[src/sv/mre_pkg.sv]
// shared types and constants for the max relative error block
// no dependencies; imported by the controller, the datapath and the top level
package mre_pkg;

    // field and register widths
    localparam int unsigned VALUE_W  = 64;
    localparam int unsigned ERR_W    = 63;
    localparam int unsigned FLOOR_W  = 63;
    localparam int unsigned CFG_ADDR_W = 1;
    localparam int unsigned CFG_DATA_W = 63;

    // register indexes on the configuration port
    localparam logic [CFG_ADDR_W-1:0] CFG_IDX_MODE  = 1'b0;
    localparam logic [CFG_ADDR_W-1:0] CFG_IDX_FLOOR = 1'b1;

    // denominator modes
    localparam logic MODE_EPSILON = 1'b0;
    localparam logic MODE_FLOOR   = 1'b1;

    // arithmetic constants
    localparam logic [VALUE_W-1:0] EPSILON_Q   = 64'd256;
    localparam logic [FLOOR_W-1:0] FLOOR_RESET = 63'd256;
    localparam logic [ERR_W-1:0]   ERR_MAX     = {ERR_W{1'b1}};

    // quotient bits left once the overflow precheck has passed
    localparam int unsigned DIV_STEPS = 63;
    localparam int unsigned CNT_W     = $clog2(DIV_STEPS + 1);

    // controller to datapath commands
    typedef struct packed {
        logic capture;  // take the accepted request
        logic prep;     // form numerator and denominator
        logic check;    // overflow precheck and divider load
        logic step;     // one quotient bit
        logic finish;   // fold into running max, emit on last
    } mre_cmd_t;

    // datapath to controller status
    typedef struct packed {
        logic sat_early;  // zero denominator or quotient overflow
        logic div_last;   // current step is the final one
        logic last_item;  // captured item closes the vector
        logic out_busy;   // output register holds an untaken result
    } mre_sts_t;

endpackage

[src/sv/mre_ctrl.sv]
// controller state machine for the max relative error block
// depends on mre_pkg for command and status types
module mre_ctrl (
    input  logic              aclk,
    input  logic              aresetn,
    input  logic              s_tvalid,
    output logic              s_tready,
    input  mre_pkg::mre_sts_t sts,
    output mre_pkg::mre_cmd_t cmd
);
    import mre_pkg::*;

    typedef enum logic [2:0] {
        ST_IDLE,
        ST_PREP,
        ST_CHECK,
        ST_DIV,
        ST_ACC
    } state_t;

    state_t state_reg, state_next;

    // command decode from state
    always_comb begin
        cmd        = '0;
        s_tready   = 1'b0;
        state_next = state_reg;
        unique case (state_reg)
            ST_IDLE: begin
                s_tready    = 1'b1;
                cmd.capture = s_tvalid;
                if (s_tvalid) state_next = ST_PREP;
            end
            ST_PREP: begin
                cmd.prep   = 1'b1;
                state_next = ST_CHECK;
            end
            ST_CHECK: begin
                cmd.check  = 1'b1;
                state_next = sts.sat_early ? ST_ACC : ST_DIV;
            end
            ST_DIV: begin
                cmd.step = 1'b1;
                if (sts.div_last) state_next = ST_ACC;
            end
            ST_ACC: begin
                // hold while this item closes the vector and a previous result still waits downstream
                if (!(sts.last_item && sts.out_busy)) begin
                    cmd.finish = 1'b1;
                    state_next = ST_IDLE;
                end
            end
            default: state_next = ST_IDLE;
        endcase
    end

    // state register
    always_ff @(posedge aclk) begin
        if (!aresetn) begin
            state_reg <= ST_IDLE;
        end else begin
            state_reg <= state_next;
        end
    end

endmodule

[src/sv/mre_dp.sv]
// datapath: operand preparation, 96-by-64 restoring divider, running max, result register
// depends on mre_pkg for widths, constants and command/status types
module mre_dp (
    input  logic                                aclk,
    input  logic                                aresetn,
    input  mre_pkg::mre_cmd_t                   cmd,
    output mre_pkg::mre_sts_t                   sts,
    input  logic                                cfg_wr_en,
    input  logic [mre_pkg::CFG_ADDR_W-1:0]      cfg_addr,
    input  logic [mre_pkg::CFG_DATA_W-1:0]      cfg_wr_data,
    input  logic [mre_pkg::VALUE_W-1:0]         in_sim,
    input  logic [mre_pkg::VALUE_W-1:0]         in_target,
    input  logic                                in_last,
    output logic [mre_pkg::ERR_W-1:0]           out_error,
    output logic                                out_sat,
    output logic                                out_valid,
    input  logic                                out_ready
);
    import mre_pkg::*;

    // configuration
    logic               mode_reg;
    logic [FLOOR_W-1:0] floor_reg;

    // captured request
    logic [VALUE_W-1:0] sim_reg, tgt_reg;
    logic               last_reg;

    // operands and divider
    logic [VALUE_W-1:0] num_reg, den_reg, rem_reg;
    logic [DIV_STEPS-1:0] feed_reg;
    logic [ERR_W-1:0]   quo_reg;
    logic [CNT_W-1:0]   cnt_reg;
    logic               sat_reg;

    // accumulation and result
    logic [ERR_W-1:0]   max_reg;
    logic               seen_reg;
    logic [ERR_W-1:0]   out_error_reg;
    logic               out_sat_reg, out_valid_reg;

    logic [VALUE_W-1:0] num_next, abs_t, den_next;
    logic               s_ge_t, sat_next;
    logic [VALUE_W:0]   trial;
    logic [VALUE_W+1:0] diff;
    logic               qbit;
    logic [ERR_W-1:0]   err, max_next;
    logic               seen_next;

    // numerator: |sim - target| at full width, denominator by mode
    always_comb begin
        s_ge_t   = $signed(sim_reg) >= $signed(tgt_reg);
        num_next = s_ge_t ? (sim_reg - tgt_reg) : (tgt_reg - sim_reg);
        abs_t    = tgt_reg[VALUE_W-1] ? (~tgt_reg + 64'd1) : tgt_reg;
        if (mode_reg == MODE_EPSILON) begin
            den_next = abs_t + EPSILON_Q;
        end else begin
            den_next = (abs_t < {1'b0, floor_reg}) ? {1'b0, floor_reg} : abs_t;
        end
    end

    // quotient reaches 2^63 exactly when num >> 31 >= den; covers a zero denominator too
    assign sat_next = {31'd0, num_reg[VALUE_W-1:31]} >= den_reg;

    // one restoring step
    always_comb begin
        trial = {rem_reg, feed_reg[DIV_STEPS-1]};
        diff  = {1'b0, trial} - {2'b00, den_reg};
        qbit  = ~diff[VALUE_W+1];
    end

    // error of this item folded into the running state
    always_comb begin
        err       = sat_reg ? ERR_MAX : quo_reg;
        max_next  = (err > max_reg) ? err : max_reg;
        seen_next = seen_reg | sat_reg;
    end

    // configuration registers
    always_ff @(posedge aclk) begin
        if (!aresetn) begin
            mode_reg  <= MODE_EPSILON;
            floor_reg <= FLOOR_RESET;
        end else if (cfg_wr_en) begin
            unique case (cfg_addr)
                CFG_IDX_MODE:  mode_reg  <= cfg_wr_data[0];
                CFG_IDX_FLOOR: floor_reg <= cfg_wr_data;
                default: ;
            endcase
        end
    end

    // operand and divider registers
    always_ff @(posedge aclk) begin
        if (cmd.capture) begin
            sim_reg  <= in_sim;
            tgt_reg  <= in_target;
            last_reg <= in_last;
        end
        if (cmd.prep) begin
            num_reg <= num_next;
            den_reg <= den_next;
        end
        if (cmd.check) begin
            sat_reg  <= sat_next;
            rem_reg  <= {31'd0, num_reg[VALUE_W-1:31]};
            feed_reg <= {num_reg[30:0], 32'd0};
            quo_reg  <= '0;
            cnt_reg  <= CNT_W'(DIV_STEPS);
        end else if (cmd.step) begin
            rem_reg  <= qbit ? diff[VALUE_W-1:0] : trial[VALUE_W-1:0];
            feed_reg <= {feed_reg[DIV_STEPS-2:0], 1'b0};
            quo_reg  <= {quo_reg[ERR_W-2:0], qbit};
            cnt_reg  <= cnt_reg - 1'b1;
        end
    end

    // running max and saturation flag
    always_ff @(posedge aclk) begin
        if (!aresetn) begin
            max_reg  <= '0;
            seen_reg <= 1'b0;
        end else if (cmd.finish) begin
            if (last_reg) begin
                max_reg  <= '0;
                seen_reg <= 1'b0;
            end else begin
                max_reg  <= max_next;
                seen_reg <= seen_next;
            end
        end
    end

    // result register
    always_ff @(posedge aclk) begin
        if (!aresetn) begin
            out_valid_reg <= 1'b0;
        end else if (cmd.finish && last_reg) begin
            out_valid_reg <= 1'b1;
        end else if (out_ready) begin
            out_valid_reg <= 1'b0;
        end
    end

    always_ff @(posedge aclk) begin
        if (cmd.finish && last_reg) begin
            out_error_reg <= max_next;
            out_sat_reg   <= seen_next;
        end
    end

    assign out_error = out_error_reg;
    assign out_sat   = out_sat_reg;
    assign out_valid = out_valid_reg;

    // status to the controller
    assign sts.sat_early = sat_next;
    assign sts.div_last  = (cnt_reg == CNT_W'(1));
    assign sts.last_item = last_reg;
    assign sts.out_busy  = out_valid_reg & ~out_ready;

endmodule

[src/sv/max_relative_error_q32_top.sv]
// top level of the streaming max relative error block, signed Q32.32
// depends on mre_pkg, mre_ctrl and mre_dp
//
//  channel  | direction | payload
//  ---------+-----------+---------------------------------------------------
//  s_       | in        | tdata: sim_value, target_value; tlast: last_element
//  m_       | out       | tdata: worst_error; tuser: saturated
//  cfg_     | in        | index 0 denominator_mode, index 1 denominator_floor
//
// each request passes through accept, operand set-up, overflow precheck,
// 63 steps of the one-bit restoring divider, then the max update; a request
// whose quotient saturates skips the divider and goes straight to the max update
// reset is synchronous and active low; no clearing pass is needed
// a result waits in the output register while the next request is taken;
// only a second result meeting a still-stalled output holds the block
module max_relative_error_q32_top (
    input  logic                               aclk,
    input  logic                               aresetn,
    input  logic                               s_tvalid,
    output logic                               s_tready,
    input  logic [2*mre_pkg::VALUE_W-1:0]      s_tdata,   // [63:0] sim_value, [127:64] target_value
    input  logic                               s_tlast,   // last_element
    output logic                               m_tvalid,
    input  logic                               m_tready,
    output logic [mre_pkg::ERR_W:0]            m_tdata,   // [62:0] worst_error, [63] zero
    output logic                               m_tuser,   // saturated
    input  logic                               cfg_wr_en,
    input  logic [mre_pkg::CFG_ADDR_W-1:0]     cfg_addr,
    input  logic [mre_pkg::CFG_DATA_W-1:0]     cfg_wr_data
);
    import mre_pkg::*;

    mre_cmd_t         cmd;
    mre_sts_t         sts;
    logic [ERR_W-1:0] worst_error;

    // sequencing
    mre_ctrl u_ctrl (
        .aclk     (aclk),
        .aresetn  (aresetn),
        .s_tvalid (s_tvalid),
        .s_tready (s_tready),
        .sts      (sts),
        .cmd      (cmd)
    );

    // arithmetic and result storage
    mre_dp u_dp (
        .aclk        (aclk),
        .aresetn     (aresetn),
        .cmd         (cmd),
        .sts         (sts),
        .cfg_wr_en   (cfg_wr_en),
        .cfg_addr    (cfg_addr),
        .cfg_wr_data (cfg_wr_data),
        .in_sim      (s_tdata[VALUE_W-1:0]),
        .in_target   (s_tdata[2*VALUE_W-1:VALUE_W]),
        .in_last     (s_tlast),
        .out_error   (worst_error),
        .out_sat     (m_tuser),
        .out_valid   (m_tvalid),
        .out_ready   (m_tready)
    );

    assign m_tdata = {1'b0, worst_error};

endmodule
[config.mk]
export PLATFORM = sky130hd
export DESIGN_NAME = max_relative_error_q32_top
export DESIGN_NICKNAME = d
export VERILOG_FILES = /design/src/sv/mre_pkg.sv /design/src/sv/mre_ctrl.sv /design/src/sv/mre_dp.sv /design/src/sv/max_relative_error_q32_top.sv
export SDC_FILE = /design/constraint.sdc
export NUM_CORES = 2
export LEC_CHECK = 0
export BUFFER_PORTS_ARGS = -buffer_cell sky130_fd_sc_hd__buf_2
export CAP_MARGIN = 25
export CORE_MARGIN = 2
export CORE_UTILIZATION = 57
export CTS_CLUSTER_DIAMETER = 200
export DETAILED_ROUTE_END_ITERATION = 8
export GPL_ROUTABILITY_DRIVEN = 0
export HOLD_SLACK_MARGIN = 0.03
export PLACE_DENSITY = 0.88
export REMOVE_ABC_BUFFERS = 1
export SETUP_SLACK_MARGIN = 0.5
export SYNTH_ARGS = -nofsm -noshare
export SYNTH_HDL_FRONTEND = slang
export SYNTH_SLANG_ARGS = --single-unit
[constraint.sdc]
create_clock -name aclk -period 12.7 [get_ports aclk]
set_clock_uncertainty 0.15 [all_clocks]
set_input_delay 0.635 -clock aclk [delete_from_list [all_inputs] [get_ports aclk]]
set_output_delay 0.635 -clock aclk [all_outputs]
set_load 0.02 [all_outputs]
==> metrics.txt <==
PortBufs=263; clk root buf=clkbuf_16; Detailed Routing Iterations Pass 1=9; Post-Syn Area=41200 um2; Post-Place Cell Area=43100 um2; total core area=71500 um2; Post-synth EDFFs=386; violated checks=DRC; initial DRC count=5139; hold bufs inserted after CTS=105; Post-Synth Simple-Gate Area=16.7%; per-cell routed wire length=22.1 um; worst hold path class=primary input to flip-flop; Worst Tran Pin Value=1.10 ns; largest net degree at the start of global routing=127; hold path depth=1; final WL=132000 um; critical-path cell list=inv_1 > ha_1 > or3b_2 > nor4_1 > nand4b_1 > o31ai_1 > xnor2_1 > ha_1 > nand4_1 > nor3_1 > nand4_1 > or4_1 > o311ai_0 > o21ai_0 > nand3b_1 > buf_4 > or2_2 > mux2_2; net switching power=0.00281 W; Reg2Reg Depth=18; Antenna Violating Nets Remaining=0; number of global-route vias before repair=37200; CTS tree=yes; Top Metal Used=met5; Worst Hold Launch=s_tdata[69]; DR vias/cell=6.44; Synth Warn #=0; Post-route DRC=25; Seq/Total Area, Yosys=39.4%; startpoint types=flip-flop; Die Ht=273 um; met3 WL=15400 um; Async S/R FF share, synth=0%; fraction of layout instances using a drive strength above 1=9.68%; post-detail-place hpwl=91400 um; Post-CTS Setup Repair Bufs=0; Vias=38600; Finish-stage setup viols=0; max-slew violation count=0; dominant synthesized flop cell=edfxtp_1; crit path DAT=7.76 ns; Clock Power Share=29.1%; met1 wire length=45800 um; PD cells=160 nW/um2; first-pass GRT wire length=201000 um; internal power=0.00467 W; Synth Area in Compound Gates=18.9%; starting density of the core=57.7%; multiplexer share of the synthesized area=3.07%; critical path's largest stage delay=0.78 ns; Bufs on Longest Clock Path=3; main combinational cell family by area after synthesis=compound AO/OA/AOI/OAI gates; post-CTS sizing=0; GRT Overall Usage=34.3%; commonest non-fill, non-tap cell in the layout=nand2_1; final non-filler cell area=46800 um2; peak supply drop=0.000120 V; capture point of the worst reg-to-reg path=u_dp.den_reg[0]$_DFFE_PP_; total gr overflow=0; Comb pwr share=35.4%; boundary pin count=265; row count=98; CTS Buf Count=70; crit path capture type=flip-flop; most frequent cells in the layout=nand2_1 (658), inv_1 (440), a21oi_1 (409), edfxtp_1 (386), ha_1 (353); max_slew headroom=26.3%; Skew-Pair Late Insertion Delay=0.65 ns; Die ar.=74500 um2; Max Fclk=0.133 GHz; Final Cycle Share=59.2%; Flop pwr share=35.5%; fin nets=5519; Die X=273 um; post-synthesis register bit count=618; Hold EP=u_dp.tgt_reg[5]$_DFFE_PP_; Critical-path top delay cell=nor4_1; number of distinct library cells after synthesis=93; RR Startpoint=u_dp.tgt_reg[1]$_DFFE_PP_; final count of hold timing violations=0; Leakage=19.5 nW; Adder-Cell Fraction of Synth Area=10.9%; WP data required=12.94 ns; Mean Syn Cell Area=8.74 um2; Synth Instances=4718; Sink Count=618; Fin Setup TNS=0 ns; XOR/XNOR share of the synthesized area=4.92%; initial antenna violation count=12; CP Max Fanout=56; Max-cap violations=0; status=finished, violations left; final worst path period need=7.52 ns; flop2flop setup slack=5.18 ns; layout overhead on the synthesized area=13.4%; RSZ-0062 raised after global routing=false; Sw Share=37.6%; Worst-path clk slew=0.06 ns; fill cell total of the finished layout=5292; met2 routed wirelength=57900 um; worst setup path class=flip-flop to flip-flop; H-tree depth reported by CTS=3
-- worst max-delay path, delay by kind of cell, from the launching register on --
family	cells	cell delay, ns
and+or+nand+nor	9	3.54
buffers and inverters	2	0.97
AOI/OAI and AO/OA	3	0.92
adders and majority gates	2	0.56
DFF	1	0.50
muxes	1	0.38
xor gates and xnor gates	1	0.21
-- worst max path at each step --
stage	from	end	slack, ns	cells past startpoint
floorplan	u_ctrl.state_reg[0]$_SDFFE_PN0P_	u_dp.den_reg[0]$_DFFE_PP_	0.94	1
global placement	u_dp.tgt_reg[1]$_DFFE_PP_	u_dp.den_reg[1]$_DFFE_PP_	5.89	19
detailed placement	u_dp.tgt_reg[1]$_DFFE_PP_	u_dp.den_reg[0]$_DFFE_PP_	5.54	18
CTS	u_dp.tgt_reg[1]$_DFFE_PP_	u_dp.den_reg[0]$_DFFE_PP_	5.51	18
global route	u_dp.tgt_reg[1]$_DFFE_PP_	u_dp.den_reg[0]$_DFFE_PP_	4.99	19
finish	u_dp.tgt_reg[1]$_DFFE_PP_	u_dp.den_reg[0]$_DFFE_PP_	5.18	18
-- power by group through the flow --
stage	combinational [W]	clock [W]	sequential, W
after global routing	0.00283	0.00226	0.00266
after floorplan	0.00179	0	0.00262
after CTS	0.00251	0.00218	0.00263
final	0.00265	0.00218	0.00266
after detailed placement	0.00246	0	0.00267
after global placement	0.00237	0	0.00266
-- kinds of logic (layout without fill, tap and decap cells) --
kind of cell	after synthesis	count (layout)
other	1	11
XOR/XNOR	230	230
multiplexers	125	125
adder cells (fa/ha/maj)	356	356
AND/OR/NAND/NOR	1479	1479
AO/OA/AOI/OAI	1239	1239
buffers and inverters	670	975
flip-flops	618	618
-- cell usage after synthesis, types with 7 or more instances --
library cell / count / area, um2
nand2_1: 659 / 2470
inv_1: 442 / 1660
a21oi_1: 411 / 2060
edfxtp_1: 386 / 11600
ha_1: 353 / 4420
nor2_1: 301 / 1130
o21ai_0: 280 / 1400
dfxtp_1: 232 / 4640
clkbuf_1: 194 / 728
xnor2_1: 176 / 1540
a21o_1: 132 / 991
nand3_1: 121 / 606
mux2i_1: 112 / 1120
nand4_1: 99 / 619
nor3_1: 71 / 355
o2bb2ai_1: 64 / 561
o21bai_1: 56 / 420
xor2_1: 52 / 455
a31oi_1: 47 / 294
nor4_1: 35 / 219
o31ai_1: 35 / 263
o21a_1: 28 / 210
a211oi_1: 27 / 203
nand2b_1: 27 / 169
o211ai_1: 27 / 203
nor2b_1: 26 / 163
or3_1: 25 / 156
and2_1: 22 / 138
buf_1: 21 / 78.8
or4_1: 16 / 120
and4_1: 14 / 123
mux2_2: 13 / 146
a41oi_1: 11 / 96.3
o41ai_1: 11 / 96.3
or2_2: 11 / 68.8
and3_1: 10 / 62.6
o221ai_1: 9 / 78.8
a211o_1: 8 / 70.1
a22o_1: 8 / 70.1
buf_2: 8 / 40.0
nand3b_1: 7 / 52.6
o211a_1: 7 / 70.1
-- area by class of cell --
cell class	instances	area (um2)	area share (%)
Timing Repair Buffer	400	2640	5.64
Multi-Input combinational cell	3430	22500	48.2
Inverter	445	1670	3.58
Sequential cell	618	16200	34.7
Clock buffer	97	2120	4.54
Clock inverter	33	350	0.749
Antenna cell	10	25.0	0.0535
Tap cell	950	1190	2.54
-- through the flow --
stage | setup WS, ns | std cells | power [W] | hold WS [ns] | util [%]
after floorplan | 0.942 | 4493 | 0.00442 | 0.266 | -
after global placement | 5.89 | 5734 | 0.00503 | 0.278 | 60.4
after detailed placement | 5.54 | 5734 | 0.00513 | 0.288 | 60.4
after CTS | 5.51 | 5969 | 0.00732 | 0.0304 | 65.3
after global routing | 4.99 | 5978 | 0.00775 | 0.0345 | 65.4
final | 5.18 | 5983 | 0.00749 | 0.0465 | 65.4
-- per-layer routing --
layer  vias to the layer above  track usage, %
met1                     17800            38.9
met4                         4            28.2
met5                         -           0.257
met2                      2712            54.1
li1                      17300               -
met3                       811            9.35
(Power assumes the default switching activity.)
